File: config.mk
export PLATFORM = sky130hd
export DESIGN_NAME = grey_ended_rainbow_colormap
export DESIGN_NICKNAME = d
export VERILOG_FILES = /design/src/hdl/gerc_pkg.sv /design/src/hdl/grey_ended_rainbow_colormap.sv /design/src/hdl/gerc_front.sv /design/src/hdl/gerc_div_stage.sv /design/src/hdl/gerc_back.sv
export SDC_FILE = /design/constraint.sdc
export NUM_CORES = 2
export LEC_CHECK = 0
export ABC_AREA = 1
export BUFFER_PORTS_ARGS = -buffer_cell sky130_fd_sc_hd__buf_2
export CAP_MARGIN = 20
export CELL_PAD_IN_SITES_DETAIL_PLACEMENT = 1
export CELL_PAD_IN_SITES_GLOBAL_PLACEMENT = 1
export CORE_MARGIN = 4
export CORE_UTILIZATION = 40
export DETAILED_ROUTE_END_ITERATION = 10
export PLACE_DENSITY_LB_ADDON = 0.1
export SLEW_MARGIN = 20
export SYNTH_ARGS = -nofsm -noshare
export SYNTH_HDL_FRONTEND = slang
export SYNTH_SLANG_ARGS = --single-unit
File: constraint.sdc
create_clock -name clk -period 8.1 [get_ports clk]
set_input_delay 1.62 -clock clk [delete_from_list [all_inputs] [get_ports clk]]
set_output_delay 1.62 -clock clk [all_outputs]
set_load 0.02 [all_outputs]
File: src/hdl/gerc_pkg.sv
package gerc_pkg;

  localparam int FRAC_BITS  = 16;
  localparam int LVL_W      = FRAC_BITS + 1;
  localparam int MRG_W      = FRAC_BITS - 1;
  localparam int U_W        = FRAC_BITS + 3;
  localparam int STG_STEPS  = 2;
  localparam int DIV_STAGES = (FRAC_BITS + 4 + STG_STEPS - 1) / STG_STEPS;
  localparam int Q_W        = DIV_STAGES * STG_STEPS;
  localparam int IN_SH      = Q_W - FRAC_BITS;

  localparam logic [LVL_W-1:0] ONE = {1'b1, {FRAC_BITS{1'b0}}};

  typedef enum logic [1:0] {
    MODE_ZERO,
    MODE_GREY,
    MODE_RAIN
  } mode_t;

  typedef struct packed {
    mode_t            mode;
    logic [LVL_W-1:0] rem;
    logic [LVL_W-1:0] den;
    logic [Q_W-1:0]   num;
    logic [Q_W-1:0]   q;
  } div_t;

endpackage

File: src/hdl/grey_ended_rainbow_colormap.sv
// Port group   Handshake             Payload
// in_          in_valid / in_stall   in_level [16:0]
// out_         out_valid / out_stall out_red, out_green, out_blue [16:0]
// cfg_         cfg_we                cfg_wdata [14:0] (grey margin)
//
// One item per clock unless out_stall holds it back; the pipeline has two front
// stages, ten divider stages of two quotient bits each and one output register.
// Synchronous active-low reset clears all valid bits and the margin to zero.
// Each stage advances when it is empty or the next stage takes its item, so
// bubbles collapse under out_stall and nothing is lost or repeated.
module grey_ended_rainbow_colormap
  import gerc_pkg::*;
(
  input  logic             clk,
  input  logic             rst_n,
  input  logic             in_valid,
  output logic             in_stall,
  input  logic [LVL_W-1:0] in_level,
  output logic             out_valid,
  input  logic             out_stall,
  output logic [LVL_W-1:0] out_red,
  output logic [LVL_W-1:0] out_green,
  output logic [LVL_W-1:0] out_blue,
  input  logic             cfg_we,
  input  logic [MRG_W-1:0] cfg_wdata
);

  logic [MRG_W-1:0] margin_r;
  logic             v     [DIV_STAGES+1];
  div_t             d     [DIV_STAGES+1];
  logic             rdy   [DIV_STAGES+1];
  logic             front_ready;

  assign in_stall = !front_ready;

  always_ff @(posedge clk) begin
    if (!rst_n) begin
      margin_r <= '0;
    end else if (cfg_we) begin
      margin_r <= cfg_wdata;
    end
  end

  gerc_front u_front (
    .clk        (clk),
    .rst_n      (rst_n),
    .in_valid   (in_valid),
    .level      (in_level),
    .margin     (margin_r),
    .up_ready   (front_ready),
    .down_ready (rdy[0]),
    .v_out      (v[0]),
    .d_out      (d[0])
  );

  for (genvar i = 0; i < DIV_STAGES; i++) begin : g_div
    gerc_div_stage u_stage (
      .clk        (clk),
      .rst_n      (rst_n),
      .v_in       (v[i]),
      .d_in       (d[i]),
      .up_ready   (rdy[i]),
      .down_ready (rdy[i+1]),
      .v_out      (v[i+1]),
      .d_out      (d[i+1])
    );
  end

  gerc_back u_back (
    .clk       (clk),
    .rst_n     (rst_n),
    .v_in      (v[DIV_STAGES]),
    .d_in      (d[DIV_STAGES]),
    .up_ready  (rdy[DIV_STAGES]),
    .out_valid (out_valid),
    .out_stall (out_stall),
    .out_red   (out_red),
    .out_green (out_green),
    .out_blue  (out_blue)
  );

endmodule

File: src/hdl/gerc_front.sv
module gerc_front
  import gerc_pkg::*;
(
  input  logic             clk,
  input  logic             rst_n,
  input  logic             in_valid,
  input  logic [LVL_W-1:0] level,
  input  logic [MRG_W-1:0] margin,
  output logic             up_ready,
  input  logic             down_ready,
  output logic             v_out,
  output div_t             d_out
);

  logic             v1_r, v2_r;
  mode_t            mode1_r, mode1_nxt;
  logic [LVL_W-1:0] diff1_r, diff1_nxt;
  logic [LVL_W-1:0] den1_r, den1_nxt;
  div_t             d2_r, d2_nxt;
  logic             ready1, ready2;
  logic [LVL_W-1:0] g;
  logic [U_W-1:0]   u;

  assign ready2   = !v2_r || down_ready;
  assign ready1   = !v1_r || ready2;
  assign up_ready = ready1;
  assign v_out    = v2_r;
  assign d_out    = d2_r;

  assign g = LVL_W'(margin);

  // classify the level and pick dividend and divisor
  always_comb begin
    mode1_nxt = MODE_ZERO;
    diff1_nxt = '0;
    den1_nxt  = g;
    priority if (level > ONE) begin
      mode1_nxt = MODE_ZERO;
    end else if (level < g) begin
      mode1_nxt = MODE_GREY;
      diff1_nxt = g - level;
    end else if (level >= ONE - g) begin
      mode1_nxt = (g == '0) ? MODE_ZERO : MODE_GREY;
      diff1_nxt = ONE - level;
    end else begin
      mode1_nxt = MODE_RAIN;
      diff1_nxt = level - g;
      den1_nxt  = ONE - (g << 1);
    end
  end

  // scale by seven in the rainbow span and seed the divider
  always_comb begin
    if (mode1_r == MODE_RAIN) begin
      u = (U_W'(diff1_r) << 3) - U_W'(diff1_r);
    end else begin
      u = U_W'(diff1_r);
    end
    d2_nxt.mode = mode1_r;
    d2_nxt.den  = den1_r;
    d2_nxt.rem  = LVL_W'(u >> IN_SH);
    d2_nxt.num  = {u[IN_SH-1:0], {FRAC_BITS{1'b0}}};
    d2_nxt.q    = '0;
  end

  always_ff @(posedge clk) begin
    if (!rst_n) begin
      v1_r <= 1'b0;
      v2_r <= 1'b0;
    end else begin
      if (ready1) begin
        v1_r <= in_valid;
      end
      if (ready2) begin
        v2_r <= v1_r;
      end
    end
  end

  always_ff @(posedge clk) begin
    if (ready1) begin
      mode1_r <= mode1_nxt;
      diff1_r <= diff1_nxt;
      den1_r  <= den1_nxt;
    end
    if (ready2) begin
      d2_r <= d2_nxt;
    end
  end

endmodule

File: src/hdl/gerc_div_stage.sv
module gerc_div_stage
  import gerc_pkg::*;
(
  input  logic clk,
  input  logic rst_n,
  input  logic v_in,
  input  div_t d_in,
  output logic up_ready,
  input  logic down_ready,
  output logic v_out,
  output div_t d_out
);

  logic             v_r;
  div_t             d_r, d_nxt;
  logic [LVL_W:0]   rs;

  assign up_ready = !v_r || down_ready;
  assign v_out    = v_r;
  assign d_out    = d_r;

  // restoring division, one quotient bit per step
  always_comb begin
    d_nxt = d_in;
    rs    = '0;
    for (int i = 0; i < STG_STEPS; i++) begin
      rs = {d_nxt.rem, d_nxt.num[Q_W-1]};
      d_nxt.num = d_nxt.num << 1;
      if (rs >= {1'b0, d_nxt.den}) begin
        d_nxt.rem = LVL_W'(rs - {1'b0, d_nxt.den});
        d_nxt.q   = {d_nxt.q[Q_W-2:0], 1'b1};
      end else begin
        d_nxt.rem = LVL_W'(rs);
        d_nxt.q   = {d_nxt.q[Q_W-2:0], 1'b0};
      end
    end
  end

  always_ff @(posedge clk) begin
    if (!rst_n) begin
      v_r <= 1'b0;
    end else if (up_ready) begin
      v_r <= v_in;
    end
  end

  always_ff @(posedge clk) begin
    if (up_ready) begin
      d_r <= d_nxt;
    end
  end

endmodule

File: src/hdl/gerc_back.sv
module gerc_back
  import gerc_pkg::*;
(
  input  logic             clk,
  input  logic             rst_n,
  input  logic             v_in,
  input  div_t             d_in,
  output logic             up_ready,
  output logic             out_valid,
  input  logic             out_stall,
  output logic [LVL_W-1:0] out_red,
  output logic [LVL_W-1:0] out_green,
  output logic [LVL_W-1:0] out_blue
);

  logic             v_r;
  logic [LVL_W-1:0] red_r, red_nxt;
  logic [LVL_W-1:0] green_r, green_nxt;
  logic [LVL_W-1:0] blue_r, blue_nxt;
  logic [2:0]       seg;
  logic [LVL_W-1:0] up, dn;

  assign up_ready  = !v_r || !out_stall;
  assign out_valid = v_r;
  assign out_red   = red_r;
  assign out_green = green_r;
  assign out_blue  = blue_r;

  assign seg = d_in.q[FRAC_BITS+2:FRAC_BITS];
  assign up  = {1'b0, d_in.q[FRAC_BITS-1:0]};
  assign dn  = ONE - up - LVL_W'(d_in.rem != '0);

  always_comb begin
    red_nxt   = '0;
    green_nxt = '0;
    blue_nxt  = '0;
    unique case (d_in.mode)
      MODE_GREY: begin
        red_nxt   = d_in.q[FRAC_BITS:0];
        green_nxt = d_in.q[FRAC_BITS:0];
        blue_nxt  = d_in.q[FRAC_BITS:0];
      end
      MODE_RAIN: begin
        unique case (seg)
          3'd0: begin red_nxt = up;  green_nxt = '0;  blue_nxt = up;  end
          3'd1: begin red_nxt = dn;  green_nxt = '0;  blue_nxt = ONE; end
          3'd2: begin red_nxt = '0;  green_nxt = up;  blue_nxt = ONE; end
          3'd3: begin red_nxt = '0;  green_nxt = ONE; blue_nxt = dn;  end
          3'd4: begin red_nxt = up;  green_nxt = ONE; blue_nxt = '0;  end
          3'd5: begin red_nxt = ONE; green_nxt = dn;  blue_nxt = '0;  end
          default: begin red_nxt = ONE; green_nxt = up; blue_nxt = up; end
        endcase
      end
      default: begin
        red_nxt   = '0;
        green_nxt = '0;
        blue_nxt  = '0;
      end
    endcase
  end

  always_ff @(posedge clk) begin
    if (!rst_n) begin
      v_r <= 1'b0;
    end else if (up_ready) begin
      v_r <= v_in;
    end
  end

  always_ff @(posedge clk) begin
    if (up_ready) begin
      red_r   <= red_nxt;
      green_r <= green_nxt;
      blue_r  <= blue_nxt;
    end
  end

endmodule
# Yosys cells after proc, flatten, opt, wreduce, memory -nomap -nowiden

Cells that the tools add are included.

Flip-flop bits (word level): 598
Bits in latches: 0
Memory bits (writable): 0
Memory bits (read-only): 0
Input port bits: 37
Logic and storage cells: 227
Memories: 0

Add/subtract/negate cells: 28
Multiply operators: 0
Div/mod/pow operators: 0
Order comparisons: 23
Equal/unequal tests: 8
Shift operators: 0
Multiplexer cells: 54
Bitwise gates (word level): 0
Reductions and logical operators: 39

Operators with widths:

| operator                                                             | count |
|---|---|
| 17-bit two-way mux                                                   | 23 |
| 18-bit by 17-bit greater-or-equal comparator with 1-bit output       | 19 |
| 17-bit subtractor                                                    | 19 |
| 17-bit one-hot mux with 3 select lines                               | 3 |
| 17-bit one-hot mux with 2 select lines                               | 3 |
| 15-bit two-way mux                                                   | 3 |
| 17-bit by 16-bit subtractor with 17-bit output, first input constant | 2 |
| 1-bit two-way mux                                                    | 21 |
| 19-bit by 17-bit subtractor with 19-bit output                       | 1 |
| 16-bit by 17-bit greater-or-equal comparator with 1-bit output       | 1 |
| 17-bit greater-or-equal comparator                                   | 1 |
| 17-bit > comparator, second input constant                           | 1 |
| 17-bit zero test                                                     | 1 |
| 17-bit by 15-bit less-than comparator with 1-bit output              | 1 |
| 17-bit nonzero test                                                  | 1 |
| 15-bit by 17-bit subtractor with 17-bit output                       | 1 |
| 16-bit by 17-bit subtractor with 17-bit output                       | 1 |
| 17-bit by 1-bit subtractor with 17-bit output                        | 1 |
| 17-bit by 15-bit subtractor with 17-bit output                       | 1 |
| 17-bit by 15-bit subtractor with 17-bit output, first input constant | 1 |
| 17-bit subtractor, first input constant                              | 1 |
| 1-bit zero test                                                      | 15 |
| 2-bit OR reduction                                                   | 7 |
| 1-bit logical OR                                                     | 13 |
| 8 further kinds                                                      | 11 |

# Depth between registers and ports, before layout

Word-level depth: 15
Depth in mapped cells: 29
Depth with buffers taken out: 27

# Hierarchy

A second synthesis with hierarchy kept.

Cell total of the unflattened synthesis: 7,207
Area total of the unflattened synthesis: 60,322.9 um^2

By module, submodules not included:

| module                                | times used | cells each | area an instance (um^2) | sequential area each (um^2) |
|---|---|---|---|---|
| gerc_div_stage (g_div[1].u_stage ...) | 6          | 573        | 4,941.0                 | 2,242.2 |
| gerc_front                            | 1          | 991        | 7,252.0                 | 2,262.2 |
| gerc_div_stage (g_div[4].u_stage)     | 1          | 532        | 4,812.1                 | 2,242.2 |
| gerc_div_stage (g_div[0].u_stage)     | 1          | 542        | 4,723.3                 | 2,242.2 |
| gerc_div_stage (g_div[5].u_stage)     | 1          | 539        | 4,705.8                 | 2,242.2 |
| gerc_div_stage (g_div[3].u_stage)     | 1          | 532        | 4,663.2                 | 2,242.2 |
| gerc_back                             | 1          | 538        | 3,883.7                 | 1,551.5 |
| grey_ended_rainbow_colormap           | 1          | 95         | 636.9                   | 300.3 |

# Worst setup path before layout

OpenSTA, ideal clock, no wires.

Kind: input to output
Start point: input out_stall
End point: output in_stall
Arrival: 7.141 ns
Required time: 6.480 ns
Slack: -0.661 ns
Stages: 8
Cells stage by stage: nand3_1 nor2_2 nand4_2 nor2_4 nand3_2 nor2_2 nand4_1 inv_1

Longest elaborated chain between the ends: 15

Ends and longest elaborated chain:

| what                                  | RTL line                          | source |
|---|---|---|
| from (decl)                           | grey_ended_rainbow_colormap.sv:20 | `input logic out_stall,` |
| 1-bit zero test                       | gerc_back.sv:23                   | `assign up_ready = !v_r \|\| !out_stall;` |
| 1-bit logical OR                      | gerc_back.sv:23                   |  |
| 1-bit logical OR (5 in a row)         | gerc_div_stage.sv:18              | `assign up_ready = !v_r \|\| down_ready;` |
| named net g_div[4].u_stage.down_ready | gerc_div_stage.sv:9               | `input logic down_ready,` |
| 1-bit logical OR (3 in a row)         | gerc_div_stage.sv:18              |  |
| named net g_div[1].u_stage.down_ready | gerc_div_stage.sv:9               |  |
| 1-bit logical OR (2 in a row)         | gerc_div_stage.sv:18              |  |
| 1-bit logical OR                      | gerc_front.sv:24                  | `assign ready2 = !v2_r \|\| down_ready;` |
| 1-bit logical OR                      | gerc_front.sv:25                  | `assign ready1 = !v1_r \|\| ready2;` |
| 1-bit zero test                       | grey_ended_rainbow_colormap.sv:34 | `assign in_stall = !front_ready;` |
| to (decl)                             | grey_ended_rainbow_colormap.sv:17 | `output logic in_stall,` |

The timed path passes the listed nets, and every way through them passes these cells.

# Final worst setup path

Start point: input out_stall
End point: output in_stall

Longest elaborated chain between the ends: 15

Ends and longest elaborated chain:

| what                                  | RTL line |
|---|---|
| 1-bit zero test                       | gerc_back.sv:23 |
| 1-bit logical OR                      | gerc_back.sv:23 |
| 1-bit logical OR                      | gerc_div_stage.sv:18 |
| named net g_div[8].u_stage.down_ready | gerc_div_stage.sv:9 |
| 1-bit logical OR (4 in a row)         | gerc_div_stage.sv:18 |
| named net g_div[4].u_stage.down_ready | gerc_div_stage.sv:9 |
| 1-bit logical OR (3 in a row)         | gerc_div_stage.sv:18 |
| named net g_div[1].u_stage.down_ready | gerc_div_stage.sv:9 |
| 1-bit logical OR (2 in a row)         | gerc_div_stage.sv:18 |
| 1-bit logical OR                      | gerc_front.sv:24 |
| 1-bit logical OR                      | gerc_front.sv:25 |
| 1-bit zero test                       | grey_ended_rainbow_colormap.sv:34 |

The timed path passes the listed nets, and every way through them passes these cells.

==> results_tabular.tex <==
\begin{tabular}{lr}
\hline
Metric & Value \\
\hline
\multicolumn{2}{l}{\textbf{Logic synthesis}} \\
Fraction of the yosys area taken by sequential cells & 0.374 \\
Register bit total from synthesis & 598 \\
Post-synthesis area per instance & 7.56 um2 \\
Synth unique cells & 56 \\
Library cell occupying the most area in the post-synthesis netlist & edfxtp\_1 \\
Mapped cell area & 0.0472 mm2 \\
Synth Net Count & 6,706 \\
Synth Area in XOR/XNOR & 0.0436 \\
Most instantiated library cell after synthesis & nand2\_1 \\
Proportion of netlist area held by the largest area contributor & 0.363 \\
Count of flip-flops with a built-in enable after synthesis & 570 \\
Adder-cell area share of the yosys netlist & 0.116 \\
Yosys synthesis warning count & 0 \\
Share of async-settable or async-resettable flops after synthesis & 0 \\
Compound-cell area share of the yosys netlist & 0.0977 \\
Most common flop cell mapped by yosys & edfxtp\_1 \\
Share of synthesized cell area in and, or, nand and nor gates & 0.291 \\
Most area-consuming cells after synthesis & edfxtp\_1 36\%, nand2\_1 17\%, ha\_1 11\% \\
Top cells by instance count after synthesis & 2,152 x nand2\_1, 788 x inv\_1, 570 x edfxtp\_1 \\
Share of synthesized area spent on multiplexers & 0 \\
Count of mapped cells out of synthesis & 6,241 \\
Combinational family with the most area after synthesis & simple AND/OR/NAND/NOR gates \\
\multicolumn{2}{l}{\textbf{Detailed routing}} \\
Number of nets with antenna violations after routing & 0 \\
Post-DR vias/cell & 5.24 \\
Drt total wl & 152 mm \\
Post-detailed-route DRC marker count & 0 \\
DRC marker count from the first detailed-route iteration & 2,277 \\
Total number of vias & 41,500 \\
Number of search-and-repair iterations in the first detailed-routing pass & 5 \\
Mean routed wirelength per cell & 19.2 um \\
\multicolumn{2}{l}{\textbf{STA}} \\
Count of pins over their slew limit & 0 \\
Crit path time final & 5.84 ns \\
Post-Route Setup TNS & 0 ns \\
RSZ-0062 raised after global routing & no \\
Final setup skew & 0.0420 ns \\
Worst-margin pin slew & 1.10 ns \\
Maximum operating frequency & 0.171 GHz \\
Ratio of final minimum period to clock period & 0.721 \\
Number of failing hold endpoints at the final stage & 0 \\
Slew Limit Headroom & 0.266 \\
Final setup violation count & 0 \\
\multicolumn{2}{l}{\textbf{Worst setup path}} \\
Number of cells on the worst reg-to-reg path & 22 \\
Worst R2R Setup Slack & 3.13 ns \\
Critical path start-end classification & in2out \\
Data arrival time of the critical path & 4.22 ns \\
Capturing point of the worst reg2reg path & g\_div[7].u\_stage.d\_out[73] \\
Launching point of the worst reg2reg path & g\_div[6].u\_stage.d\_out[40] \\
Startpoint Class & input pin \\
CP required & 6.48 ns \\
Maximum fanout along the worst path & 49 \\
Crit end category & output pin \\
\multicolumn{2}{l}{\textbf{Worst hold path}} \\
Critical hold path startpoint & g\_div[7].u\_stage.d\_out[9] \\
Type of the tightest min-delay check & reg2reg \\
Endpoint with the worst hold slack & g\_div[8].u\_stage.d\_out[11] \\
WHS Path Cells & 0 \\
\multicolumn{2}{l}{\textbf{CTS}} \\
Number of hold-repair buffers added at the cts stage & 0 \\
TritonCTS Sinks & 598 \\
Count of instances resized after the clock tree is built & 0 \\
Setup bufs post-CTS & 0 \\
Insertion delay to the later sink of the worst-skew pair & 0.66 ns \\
Buffer levels on the longest clock path & 3 \\
Clock slew at the register clock pins of the worst setup and hold paths & 0.07 ns \\
Total CTS buffers & 74 \\
Number of levels in the clock H-tree & 3 \\
Clk Tree Root Cell & clkbuf\_16 \\
CTS tree & yes \\
\multicolumn{2}{l}{\textbf{Layout}} \\
Final nets & 6,798 \\
Area added between synthesis and finish & 9.45\% \\
Ratio of cells with drive above 1 in the final layout & 0.0674 \\
\multicolumn{2}{l}{\textbf{Run}} \\
Maximum Capacitance Violations & 0 \\
\multicolumn{2}{l}{\textbf{GRT}} \\
First-pass GRT wire length & 239 mm \\
Vias in the first global route & 42,500 \\
Overflow after GRT & 0 \\
Total routing usage reported by global routing & 0.245 \\
Number of antenna violations at the first check in global routing & 0 \\
Largest net degree at the start of global routing & 52 \\
\multicolumn{2}{l}{\textbf{Floorplanning}} \\
Die outline height & 352 um \\
Area enclosed by the die boundary & 0.124 mm2 \\
Die outline width & 352 um \\
Placeable core region & 0.117 mm2 \\
Rows & 125 \\
Effective utilization at floorplan & 0.405 \\
Ports & 90 \\
\multicolumn{2}{l}{\textbf{Place}} \\
Post-detail-place hpwl & 124 mm \\
Total of buffers placed on input and output ports & 89 \\
Weighted congestion reported at the end of routability-driven placement & 0.940 \\
\multicolumn{2}{l}{\textbf{Run status}} \\
Run status & complete, no violations \\
\hline
\end{tabular}
per-layer routing:
layer | up-vias | global-route usage | routed length [um]
met1 | 20000 | 0.330 | 71600
met3 | 182 | 0.0242 | 4670
met5 | - | 0 | 0
met2 | 535 | 0.420 | 71800
li1 | 20700 | - | -
met4 | 0 | 0.0646 | 4000
final cells by class:
type                    count  area [um2]
inverters                 807        3040
clock inverters            44         583
flip-flops and latches    598       17700
multi-input cells        4749       25900
well taps                1524        1910
diodes                      1        2.50
repair buffers            103         551
clock buffers              93        1970
fillers                 14500       65000
registers in the layout (all words and copies together), names as in the netlist:
name and count:
u_front.d_out 38, u_back.out_blue 17, u_front.v1_r 1, g_div.u_stage.d_out 445
u_back.out_green 17, u_front.v_out 1, u_front.diff1_r 17, u_front.den1_r 17
u_front.mode1_r 2, margin_r 15, u_back.out_valid 1, g_div.u_stage.v_out 10
u_back.out_red 17
cells in the final DEF (no fill, tap or decap), types with 9 or more instances in the layout:
cell type,n
nor2_4,11
inv_1,786
nand2_2,44
nor4_1,19
a21o_1,33
nor2_2,9
nor2_1,370
dfxtp_1,28
clkbuf_1,15
nand2_1,2148
a21oi_1,419
buf_4,14
buf_2,89
ha_1,414
nand3_2,17
nor3_1,38
bufinv_16,11
clkbuf_16,75
and2_1,13
nand3b_1,44
or2_2,45
fa_1,14
nand4_1,43
o21ai_0,231
nand3_1,401
xor2_1,131
o22ai_1,19
edfxtp_1,570
a21boi_0,10
inv_2,16
inv_6,9
nand2_4,16
o21bai_1,30
o21ai_1,46
o21ai_2,28
xnor2_1,104
worst max-delay path: stages:
cell,delay (ns)
buf_2,0.21
nand3_2,0.09
buf_4,0.29
nor2_2,0.35
nand4_4,0.10
buf_4,0.34
nor2_4,0.22
nand3_2,0.11
nor2_2,0.25
nand4_1,0.31
inv_1,0.12
buf_2,0.17
worst max path at each step:
stage | startpoint | end | slack, ns | depth (start not counted)
floorplan | out_stall | in_stall | 0.29 | 8
global placement | out_stall | in_stall | 2.24 | 12
detailed placement | out_stall | in_stall | 2.24 | 12
CTS | out_stall | in_stall | 2.23 | 12
global route | out_stall | in_stall | 2.05 | 12
finish | out_stall | in_stall | 2.26 | 12
through the flow:
stage	cells	setup WS (ns)	cell area, um2	hold WS, ns	utilization
floorplan	6241	0.286	47200	0.400	-
global placement	7781	2.24	49100	0.400	0.421
detailed placement	7781	2.24	49100	0.406	0.421
CTS	7918	2.23	51700	0.408	0.443
global route	7918	2.05	51700	0.411	0.443
finish	7919	2.26	51700	0.408	0.443
logic make-up (layout without fill, tap and decap cells):
kind of cell	Yosys count	in the layout
fa+ha+maj	428	428
compound gates	844	844
buf+inv	894	1047
flops	598	598
simple gates	3242	3242
other cells	0	1
xor+xnor	235	235
Power is left out: the tool's default activity adds up to more than one toggle a clock period on the data nets, which glitch-free logic cannot reach.
